## config.mk

```make
export PLATFORM = sky130hd
export DESIGN_NAME = triangle_vertex_dedup_batcher
export DESIGN_NICKNAME = d
export VERILOG_FILES = /design/src/sv/tvdb_pkg.sv /design/src/sv/tvdb_datapath.sv /design/src/sv/tvdb_ctrl.sv /design/src/sv/triangle_vertex_dedup_batcher.sv
export SDC_FILE = /design/constraint.sdc
export NUM_CORES = 2
export LEC_CHECK = 0
export ABC_AREA = 1
export BUFFER_PORTS_ARGS = -buffer_cell sky130_fd_sc_hd__buf_2
export CAP_MARGIN = 30
export CORE_MARGIN = 3
export CORE_UTILIZATION = 60
export CTS_CLUSTER_SIZE = 14
export DETAILED_ROUTE_END_ITERATION = 8
export GPL_TIMING_DRIVEN = 1
export PLACE_DENSITY = 0.75
export SYNTH_ARGS = -nofsm -noshare
export SYNTH_HDL_FRONTEND = slang
export SYNTH_HIERARCHICAL = 1
export SYNTH_SLANG_ARGS = --single-unit
```

## constraint.sdc

```tcl
create_clock -name clk -period 34.4 [get_ports clk]
set_input_delay 6.88 -clock clk [delete_from_list [all_inputs] [get_ports clk]]
set_output_delay 6.88 -clock clk [all_outputs]
set_load 0.01 [all_outputs]
```

## src/sv/tvdb_pkg.sv

```systemverilog
package tvdb_pkg;

	// Default batch limits and key width.
	localparam int MAX_TRIANGLES_DEF = 16;
	localparam int MAX_VERTICES_DEF  = 24;
	localparam int VERTEX_BITS_DEF   = 64;

	// Fixed field widths of the stream payload.
	localparam int KEY_W = 64;
	localparam int IDX_W = 5;
	localparam int CNT_W = 5;

	// Kind of result that closes one transaction.
	typedef enum logic [1:0] {
		RES_ADD,
		RES_REJECT,
		RES_CLEAR
	} res_kind_t;

	// Commands from the controller to the datapath.
	typedef struct packed {
		logic      start;
		logic      scan_rd;
		logic      write_step;
		logic      load_out;
		res_kind_t kind;
	} tvdb_cmd_t;

	// Status from the datapath to the controller.
	typedef struct packed {
		logic is_clear;
		logic tri_full;
		logic scan_issued_all;
		logic scan_done;
		logic fits;
		logic last_corner;
	} tvdb_status_t;

endpackage

```

## src/sv/tvdb_datapath.sv

```systemverilog
module tvdb_datapath #(
	parameter int MAX_TRIANGLES = tvdb_pkg::MAX_TRIANGLES_DEF,
	parameter int MAX_VERTICES  = tvdb_pkg::MAX_VERTICES_DEF,
	parameter int VERTEX_BITS   = tvdb_pkg::VERTEX_BITS_DEF
) (
	input  logic                       clk,
	input  logic                       arst_n,
	input  tvdb_pkg::tvdb_cmd_t        cmd,
	output tvdb_pkg::tvdb_status_t     status,
	input  logic                       in_operation,
	input  logic [tvdb_pkg::KEY_W-1:0] in_key_a,
	input  logic [tvdb_pkg::KEY_W-1:0] in_key_b,
	input  logic [tvdb_pkg::KEY_W-1:0] in_key_c,
	output logic                       accepted,
	output logic [tvdb_pkg::IDX_W-1:0] index_a,
	output logic [tvdb_pkg::IDX_W-1:0] index_b,
	output logic [tvdb_pkg::IDX_W-1:0] index_c,
	output logic [tvdb_pkg::CNT_W-1:0] vertices_held,
	output logic [tvdb_pkg::CNT_W-1:0] triangles_held
);
	import tvdb_pkg::*;

	localparam int AW  = (MAX_VERTICES > 1) ? $clog2(MAX_VERTICES) : 1;
	localparam int VCW = $clog2(MAX_VERTICES + 1);
	localparam int TCW = $clog2(MAX_TRIANGLES + 1);

	logic [VERTEX_BITS-1:0] table_mem [MAX_VERTICES];
	logic [VERTEX_BITS-1:0] rd_data_s1;
	logic                   rd_valid_s1;
	logic [AW-1:0]          rd_idx_s1;

	logic [VERTEX_BITS-1:0] key_q [3];
	logic                   op_q;
	logic [2:0]             found_q;
	logic [AW-1:0]          idx_q [3];
	logic [VCW-1:0]         ptr_q;
	logic [1:0]             corner_q;
	logic [VCW-1:0]         vcount_q;
	logic [TCW-1:0]         tcount_q;

	logic [1:0]             misses;
	logic [VCW:0]           vsum;
	logic                   wr_miss;

	// Miss count and vertex limit check for the current triangle.
	assign misses  = 2'($countones(~found_q));
	assign vsum    = {1'b0, vcount_q} + (VCW + 1)'(misses);
	assign wr_miss = !found_q[corner_q];

	assign status.is_clear        = op_q;
	assign status.tri_full        = tcount_q >= TCW'(MAX_TRIANGLES);
	assign status.scan_issued_all = ptr_q == vcount_q;
	assign status.scan_done       = (ptr_q == vcount_q) && !rd_valid_s1;
	assign status.fits            = vsum < (VCW + 1)'(MAX_VERTICES);
	assign status.last_corner     = corner_q == 2'd2;

	// Vertex table: one registered read port for the scan, one write port for inserts.
	always_ff @(posedge clk) begin
		if (cmd.scan_rd) begin
			rd_data_s1 <= table_mem[ptr_q[AW-1:0]];
			rd_idx_s1  <= ptr_q[AW-1:0];
		end
		if (cmd.write_step && wr_miss) begin
			table_mem[vcount_q[AW-1:0]] <= key_q[corner_q];
		end
	end

	// Captured keys of the transaction in progress.
	always_ff @(posedge clk) begin
		if (cmd.start) begin
			key_q[0] <= in_key_a[VERTEX_BITS-1:0];
			key_q[1] <= in_key_b[VERTEX_BITS-1:0];
			key_q[2] <= in_key_c[VERTEX_BITS-1:0];
		end
	end

	// Scan pointer, compare stage, insert sequencing and batch counts.
	always_ff @(posedge clk or negedge arst_n) begin
		if (!arst_n) begin
			op_q        <= 1'b0;
			found_q     <= '0;
			ptr_q       <= '0;
			corner_q    <= '0;
			rd_valid_s1 <= 1'b0;
			vcount_q    <= '0;
			tcount_q    <= '0;
			for (int k = 0; k < 3; k++) begin
				idx_q[k] <= '0;
			end
		end else begin
			rd_valid_s1 <= cmd.scan_rd;
			if (cmd.start) begin
				op_q     <= in_operation;
				found_q  <= '0;
				ptr_q    <= '0;
				corner_q <= '0;
			end
			if (cmd.scan_rd) begin
				ptr_q <= ptr_q + VCW'(1);
			end
			// The lowest matching slot wins, since slots are scanned upward.
			if (rd_valid_s1) begin
				for (int k = 0; k < 3; k++) begin
					if (!found_q[k] && rd_data_s1 == key_q[k]) begin
						found_q[k] <= 1'b1;
						idx_q[k]   <= rd_idx_s1;
					end
				end
			end
			if (cmd.write_step) begin
				corner_q <= corner_q + 2'd1;
				if (wr_miss) begin
					idx_q[corner_q] <= vcount_q[AW-1:0];
					vcount_q        <= vcount_q + VCW'(1);
				end
			end
			if (cmd.load_out) begin
				case (cmd.kind)
					RES_CLEAR: begin
						vcount_q <= '0;
						tcount_q <= '0;
					end
					RES_ADD: begin
						tcount_q <= tcount_q + TCW'(1);
					end
					default: begin
					end
				endcase
			end
		end
	end

	// Result register, loaded when the controller closes the transaction.
	always_ff @(posedge clk) begin
		if (cmd.load_out) begin
			case (cmd.kind)
				RES_CLEAR: begin
					accepted       <= 1'b1;
					index_a        <= '0;
					index_b        <= '0;
					index_c        <= '0;
					vertices_held  <= '0;
					triangles_held <= '0;
				end
				RES_ADD: begin
					accepted       <= 1'b1;
					index_a        <= IDX_W'(idx_q[0]);
					index_b        <= IDX_W'(idx_q[1]);
					index_c        <= IDX_W'(idx_q[2]);
					vertices_held  <= CNT_W'(vcount_q);
					triangles_held <= CNT_W'(tcount_q + TCW'(1));
				end
				default: begin
					accepted       <= 1'b0;
					index_a        <= '0;
					index_b        <= '0;
					index_c        <= '0;
					vertices_held  <= CNT_W'(vcount_q);
					triangles_held <= CNT_W'(tcount_q);
				end
			endcase
		end
	end

	// The vertex limit is never reached, so every insert slot exists.
	a_vcount_below_limit: assert property (@(posedge clk) disable iff (!arst_n)
		vcount_q < VCW'(MAX_VERTICES))
		else $error("vertex count reached the vertex limit");

	a_tcount_in_range: assert property (@(posedge clk) disable iff (!arst_n)
		tcount_q <= TCW'(MAX_TRIANGLES))
		else $error("triangle count above the triangle limit");

	// Scan reads only touch slots that hold a vertex.
	a_scan_in_range: assert property (@(posedge clk) disable iff (!arst_n)
		cmd.scan_rd |-> ptr_q < vcount_q)
		else $error("scan read beyond the held vertices");

	// An added triangle never follows a full batch.
	a_add_not_full: assert property (@(posedge clk) disable iff (!arst_n)
		(cmd.load_out && cmd.kind == RES_ADD) |-> !status.tri_full)
		else $error("triangle added to a full batch");

endmodule

```

## src/sv/tvdb_ctrl.sv

```systemverilog
module tvdb_ctrl (
	input  logic                   clk,
	input  logic                   arst_n,
	input  logic                   s_tvalid,
	output logic                   s_tready,
	output logic                   m_tvalid,
	input  logic                   m_tready,
	output tvdb_pkg::tvdb_cmd_t    cmd,
	input  tvdb_pkg::tvdb_status_t status
);
	import tvdb_pkg::*;

	typedef enum logic [2:0] {
		ST_IDLE,
		ST_SCAN,
		ST_CHECK,
		ST_WRITE,
		ST_DONE
	} state_t;

	state_t    state_q;
	res_kind_t kind_q;
	logic      m_tvalid_q;
	logic      out_free;

	assign s_tready = state_q == ST_IDLE;
	assign m_tvalid = m_tvalid_q;
	assign out_free = !m_tvalid_q || m_tready;

	// Command decode from the current state.
	always_comb begin
		cmd.start      = (state_q == ST_IDLE) && s_tvalid;
		cmd.scan_rd    = (state_q == ST_SCAN) && !status.is_clear && !status.tri_full &&
		                 !status.scan_issued_all;
		cmd.write_step = state_q == ST_WRITE;
		cmd.load_out   = (state_q == ST_DONE) && out_free;
		cmd.kind       = kind_q;
	end

	// State, result kind and output valid.
	always_ff @(posedge clk or negedge arst_n) begin
		if (!arst_n) begin
			state_q    <= ST_IDLE;
			kind_q     <= RES_REJECT;
			m_tvalid_q <= 1'b0;
		end else begin
			// The output valid rises on a load and falls when the result is taken.
			if (cmd.load_out) begin
				m_tvalid_q <= 1'b1;
			end else if (m_tready) begin
				m_tvalid_q <= 1'b0;
			end
			case (state_q)
				ST_IDLE: begin
					if (s_tvalid) begin
						state_q <= ST_SCAN;
					end
				end
				ST_SCAN: begin
					if (status.is_clear) begin
						kind_q  <= RES_CLEAR;
						state_q <= ST_DONE;
					end else if (status.tri_full) begin
						kind_q  <= RES_REJECT;
						state_q <= ST_DONE;
					end else if (status.scan_done) begin
						state_q <= ST_CHECK;
					end
				end
				ST_CHECK: begin
					if (status.fits) begin
						state_q <= ST_WRITE;
					end else begin
						kind_q  <= RES_REJECT;
						state_q <= ST_DONE;
					end
				end
				ST_WRITE: begin
					if (status.last_corner) begin
						kind_q  <= RES_ADD;
						state_q <= ST_DONE;
					end
				end
				ST_DONE: begin
					if (out_free) begin
						state_q <= ST_IDLE;
					end
				end
				default: begin
					state_q <= ST_IDLE;
				end
			endcase
		end
	end

	// A result is only loaded into an output register that is free.
	a_load_free: assert property (@(posedge clk) disable iff (!arst_n)
		cmd.load_out |-> (!m_tvalid_q || m_tready))
		else $error("result loaded over a pending result");

	// Each load raises the output valid on the next edge.
	a_load_valid: assert property (@(posedge clk) disable iff (!arst_n)
		cmd.load_out |=> m_tvalid_q)
		else $error("loaded result not presented");

	// Inserts run only after a scan check has passed.
	a_write_after_check: assert property (@(posedge clk) disable iff (!arst_n)
		(state_q == ST_WRITE && $past(state_q) != ST_WRITE) |-> $past(status.fits))
		else $error("insert started without room in the batch");

endmodule

```

## src/sv/triangle_vertex_dedup_batcher.sv

```systemverilog
// The table is scanned one slot a cycle on a single read port, up to the vertex count held;
// a clear, or an add to a batch at the triangle limit, skips the scan. One transaction is in
// work at a time; the next is accepted the cycle after a result is loaded, even while that
// result waits.
// Reset clears both batch counts and the control state; table contents stay undefined.
module triangle_vertex_dedup_batcher #(
	parameter int MAX_TRIANGLES = tvdb_pkg::MAX_TRIANGLES_DEF,
	parameter int MAX_VERTICES  = tvdb_pkg::MAX_VERTICES_DEF,
	parameter int VERTEX_BITS   = tvdb_pkg::VERTEX_BITS_DEF
) (
	input  logic         clk,
	input  logic         arst_n,
	input  logic         s_tvalid,
	output logic         s_tready,
	// s_tdata: vertex_a_key[63:0], vertex_b_key[127:64], vertex_c_key[191:128]
	input  logic [191:0] s_tdata,
	// s_tuser: operation[0]
	input  logic         s_tuser,
	output logic         m_tvalid,
	input  logic         m_tready,
	// m_tdata: index_a[4:0], index_b[9:5], index_c[14:10], vertices_held[19:15],
	// triangles_held[24:20], zero fill[31:25]
	output logic [31:0]  m_tdata,
	// m_tuser: accepted[0]
	output logic         m_tuser
);
	import tvdb_pkg::*;

	tvdb_cmd_t        cmd;
	tvdb_status_t     status;
	logic [IDX_W-1:0] index_a;
	logic [IDX_W-1:0] index_b;
	logic [IDX_W-1:0] index_c;
	logic [CNT_W-1:0] vertices_held;
	logic [CNT_W-1:0] triangles_held;

	tvdb_ctrl u_ctrl (
		.clk      (clk),
		.arst_n   (arst_n),
		.s_tvalid (s_tvalid),
		.s_tready (s_tready),
		.m_tvalid (m_tvalid),
		.m_tready (m_tready),
		.cmd      (cmd),
		.status   (status)
	);

	tvdb_datapath #(
		.MAX_TRIANGLES (MAX_TRIANGLES),
		.MAX_VERTICES  (MAX_VERTICES),
		.VERTEX_BITS   (VERTEX_BITS)
	) u_datapath (
		.clk            (clk),
		.arst_n         (arst_n),
		.cmd            (cmd),
		.status         (status),
		.in_operation   (s_tuser),
		.in_key_a       (s_tdata[63:0]),
		.in_key_b       (s_tdata[127:64]),
		.in_key_c       (s_tdata[191:128]),
		.accepted       (m_tuser),
		.index_a        (index_a),
		.index_b        (index_b),
		.index_c        (index_c),
		.vertices_held  (vertices_held),
		.triangles_held (triangles_held)
	);

	// Pack the result fields, lowest field first.
	assign m_tdata = {7'd0, triangles_held, vertices_held, index_c, index_b, index_a};

endmodule

```

==> impl_metrics.env <==
export IMPL_timing_fmax_ghz=0.1145
export IMPL_netlist_cell_type_count=47
export IMPL_synth_warnings=6
export IMPL_netlist_area_sq_um=76600
export IMPL_grt_pass1_wl_um=348700
export IMPL_tritoncts="done"
export IMPL_worst_slew_pin_slew_ns=1.163
export IMPL_grt_max_degree=181
export IMPL_route_detailed_wl_per_inst_um=30.21
export IMPL_clkPwrFrac=0.265
export IMPL_p_seq_frac=0.439
export IMPL_proportion_of_layout_cells_with_a_drive_suffix_above_1=0.1048
export IMPL_cts_num_sinks=1866
export IMPL_die_h_um=363.3
export IMPL_crit_fanout=5
export IMPL_cts_path_max_buffers=3
export IMPL_cp_start_kind="flop"
export IMPL_remaining_global_route_overflow=0
export IMPL_hp_start="u_ctrl/kind_q[1]"
export IMPL_slowest_delay_ns=0.43
export IMPL_final_antenna_net_count=0
export IMPL_post_dp_cell_area_sq_um=79570
export IMPL_period_share=0.2538
export IMPL_first_pass_iters=7
export IMPL_yosys_register_bits=1866
export IMPL_netSwitchingFraction=0.3649
export IMPL_timing_clock_skew_ns=0.04682
export IMPL_crit_required_ns=27.52
export IMPL_final_wtd_congestion=1.091
export IMPL_worstSetupStartpoint="u_ctrl/state_q[1]"
export IMPL_num_vias=53761
export IMPL_synthesis_instances=6219
export IMPL_ys_seq_area_frac=0.7287
export IMPL_synthesis_to_layout_area_growth_pct=11.45
export IMPL_total_switching_power_uw=2669
export IMPL_hold_path_class="reg -> reg"
export IMPL_groute_usage_overall=0.3712
export IMPL_period_minus_slack_ns=8.731
export IMPL_worst_r2r_startpoint="u_datapath/ptr_q[0]"
export IMPL_cpMostUsedCell="sky130_fd_sc_hd__nor2_1"
export IMPL_cp_cell_sequence="nor2_1 > inv_1 > nor2_1 > buf_2"
export IMPL_edff_count_synth=1823
export IMPL_htree_levels=4
export IMPL_hpwlAfterDp_um=149000
export IMPL_floorplan_die_area_sq_um=132000
export IMPL_core_sq_um=126200
export IMPL_outcome="finished, final reports clean"
export IMPL_cp_buffers_inverters=2
export IMPL_final_max_slew_violation_count=0
export IMPL_count_of_pins_on_the_block_boundary=232
export IMPL_cts_setup_buffers=0
export IMPL_internal_power_uw=4645
export IMPL_setup_violations_final=0
export IMPL_peakVddDrop_v=0.00005812
export IMPL_synth_flop_cell="sky130_fd_sc_hd__edfxtp_1"
export IMPL_worst_endpoint_arrival_ns=1.85
export IMPL_pwr_density_cell_nw_per_um2=85.68
export IMPL_antenna_found_initial=12
export IMPL_endpoint_class_of_the_critical_path="primary output"
export IMPL_chipWidth_um=363.3
export IMPL_cts_repair_resized_insts=0
export IMPL_detail_route_wirelength_um=248200
export IMPL_number_of_global_route_vias_before_repair=50215
export IMPL_power_leakage_uw=0.02987
export IMPL_avgSynthCellArea_sq_um=12.32
export IMPL_path_clk_slew_ns=0.06
export IMPL_route_detailed_vias_per_inst=6.544
export IMPL_finish_instance_area_sq_um=85370
export IMPL_clk_root_buffer_cell="sky130_fd_sc_hd__clkbuf_16"
export IMPL_setup_repair_after_global_routing_missed_its_margin="no"
export IMPL_share_of_async_settable_or_async_resettable_flops_after_synthesis=0.02304
export IMPL_cts_inserted_buffers=180
export IMPL_clkLatencyLatePin_ns=0.82
export IMPL_first_iter_violations=9320
export IMPL_relative_slew_slack=0.2244
export IMPL_maxCapViolCount=0
export IMPL_portBuffers=224
export IMPL_final_net_count=6628
export IMPL_finalCoreUtilization=0.6763
export IMPL_report_final_hold_viol_count=0
export IMPL_drt_drc_violations_left=0
export IMPL_worst_setup_path_type="reg -> out"
export IMPL_initial_utilization=0.6069
export IMPL_placement_rows=130
export IMPL_cp_top_family="flip-flops"
export IMPL_timing_setup_tns_ns=0
export IMPL_comb_power_share=0.297
export IMPL_cell_with_the_largest_stage_delay_on_the_worst_path="sky130_fd_sc_hd__dfrtp_1"
export IMPL_cts_hold_repair_buffers=0
-- per-stage QoR --
step | setup WS [ns] | std cells | power [uW] | hold WS, ns
2_1_floorplan | 12.62 | 6225 | 4347 | 0.4196
3_3_place_gp | 25.92 | 7882 | 5278 | 0.4697
3_5_place_dp | 25.87 | 7886 | 5327 | 0.4824
4_1_cts | 25.63 | 8212 | 7250 | 0.4954
5_1_grt | 25.56 | 8213 | 7577 | 0.5329
6_report | 25.67 | 8215 | 7314 | 0.4960
-- final timing paths --
| check | end | slack (ns) | depth (start not counted) |
|---|---|---|---|
| max in group asynchronous | u_ctrl/kind_q[0] | 27.88 | 2 |
| max | s_tready | 25.67 | 4 |
| min reg2reg | u_ctrl/kind_q[1] | 0.50 | 2 |
| max reg2reg | u_datapath/rd_data_s1[14] | 29.17 | 8 |
| min | u_ctrl/kind_q[1] | 0.50 | 2 |
| min in group asynchronous | u_datapath/idx_q[13] | 5.98 | 1 |
-- layout by cell type, fill, tap and decap left out, types with 26 or more instances in the layout --
| master | n |
|---|---|
| sky130_fd_sc_hd__a21oi_1 | 131 |
| sky130_fd_sc_hd__o22ai_1 | 83 |
| sky130_fd_sc_hd__clkinv_1 | 38 |
| sky130_fd_sc_hd__dfrtp_1 | 36 |
| sky130_fd_sc_hd__o21ai_0 | 861 |
| sky130_fd_sc_hd__nand4_1 | 54 |
| sky130_fd_sc_hd__o221ai_1 | 302 |
| sky130_fd_sc_hd__o21ai_1 | 122 |
| sky130_fd_sc_hd__clkbuf_1 | 46 |
| sky130_fd_sc_hd__nor2_1 | 1022 |
| sky130_fd_sc_hd__nor2_4 | 26 |
| sky130_fd_sc_hd__nand3_1 | 169 |
| sky130_fd_sc_hd__xnor2_1 | 33 |
| sky130_fd_sc_hd__buf_4 | 149 |
| sky130_fd_sc_hd__inv_1 | 274 |
| sky130_fd_sc_hd__clkbuf_16 | 181 |
| sky130_fd_sc_hd__nand2_1 | 797 |
| sky130_fd_sc_hd__buf_2 | 224 |
| sky130_fd_sc_hd__clkinv_2 | 28 |
| sky130_fd_sc_hd__edfxtp_1 | 1823 |
-- kinds of logic after synthesis --
| group | Yosys count | synth area share |
|---|---|---|
| AOI/OAI and AO/OA | 1533 | 0.1175 |
| buffers and inverters | 656 | 0.03744 |
| DFF | 1866 | 0.7287 |
| and+or+nand+nor | 2110 | 0.1096 |
| xor gates and xnor gates | 41 | 0.004688 |
| adders and majority gates | 12 | 0.002058 |
| other | 1 | 0.00004896 |
-- Yosys cell counts (33+ instances only) --
master / count / area (sq um)
sky130_fd_sc_hd__a21oi_1: 132 / 660.6
sky130_fd_sc_hd__buf_2: 54 / 270.3
sky130_fd_sc_hd__clkbuf_1: 249 / 934.7
sky130_fd_sc_hd__dfrtp_1: 42 / 1051
sky130_fd_sc_hd__edfxtp_1: 1823 / 54740
sky130_fd_sc_hd__inv_1: 279 / 1047
sky130_fd_sc_hd__nand2_1: 797 / 2992
sky130_fd_sc_hd__nand3_1: 169 / 845.8
sky130_fd_sc_hd__nand4_1: 54 / 337.8
sky130_fd_sc_hd__nor2_1: 1048 / 3934
sky130_fd_sc_hd__o21ai_0: 861 / 4309
sky130_fd_sc_hd__o21ai_1: 122 / 610.6
sky130_fd_sc_hd__o221ai_1: 302 / 2645
sky130_fd_sc_hd__o22ai_1: 83 / 519.3
sky130_fd_sc_hd__xnor2_1: 33 / 289.0
-- flip-flops by register name, summed over array words and instances (netlist names), 5 cells and up --
name and cells:
u_datapath/vertices_held 5, u_datapath/triangles_held 5, u_datapath/vcount_q 5, u_datapath/idx_q 15, u_datapath/rd_idx_s1 5, u_datapath/ptr_q 5
u_datapath/tcount_q 5, u_datapath/key_q 192, u_datapath/index_c 5, u_datapath/rd_data_s1 64, u_datapath/index_a 5, u_datapath/index_b 5
u_datapath/table_mem 1536
-- worst min-delay path, stage by stage (launching register included) --
cell and delay, ns:
sky130_fd_sc_hd__dfrtp_1 0.35, sky130_fd_sc_hd__o21ai_1 0.07, sky130_fd_sc_hd__nand2_1 0.05
-- layout make-up --
class | count | area, sq um
clock inverters | 99 | 1065
fillers | 8827 | 40860
inverters | 286 | 1117
clock buffers | 227 | 4702
multi-input cells | 3703 | 18130
flip-flops and latches | 1866 | 55840
well taps | 1650 | 2064
diodes | 2 | 5.005
repair buffers | 382 | 2442
-- power by group through the flow --
stage / logic [uW] / registers [uW] / clock network [uW]
finish: 2170 / 3210 / 1940
global route: 2320 / 3210 / 2040
CTS: 2100 / 3200 / 1950
detailed placement: 2080 / 3240 / 0
global placement: 2030 / 3250 / 0
floorplan: 1170 / 3180 / 0
-- metal layers --
metal  track usage  vias to the layer above  share of wire
li1              -                    23038              -
met1        0.5232                    26099           0.37
met2        0.5527                     4018           0.45
met3       0.08115                      602           0.13
met4        0.1862                        4          0.055
met5             0                        -        0.00010
Power figures use the tool's default switching activity.
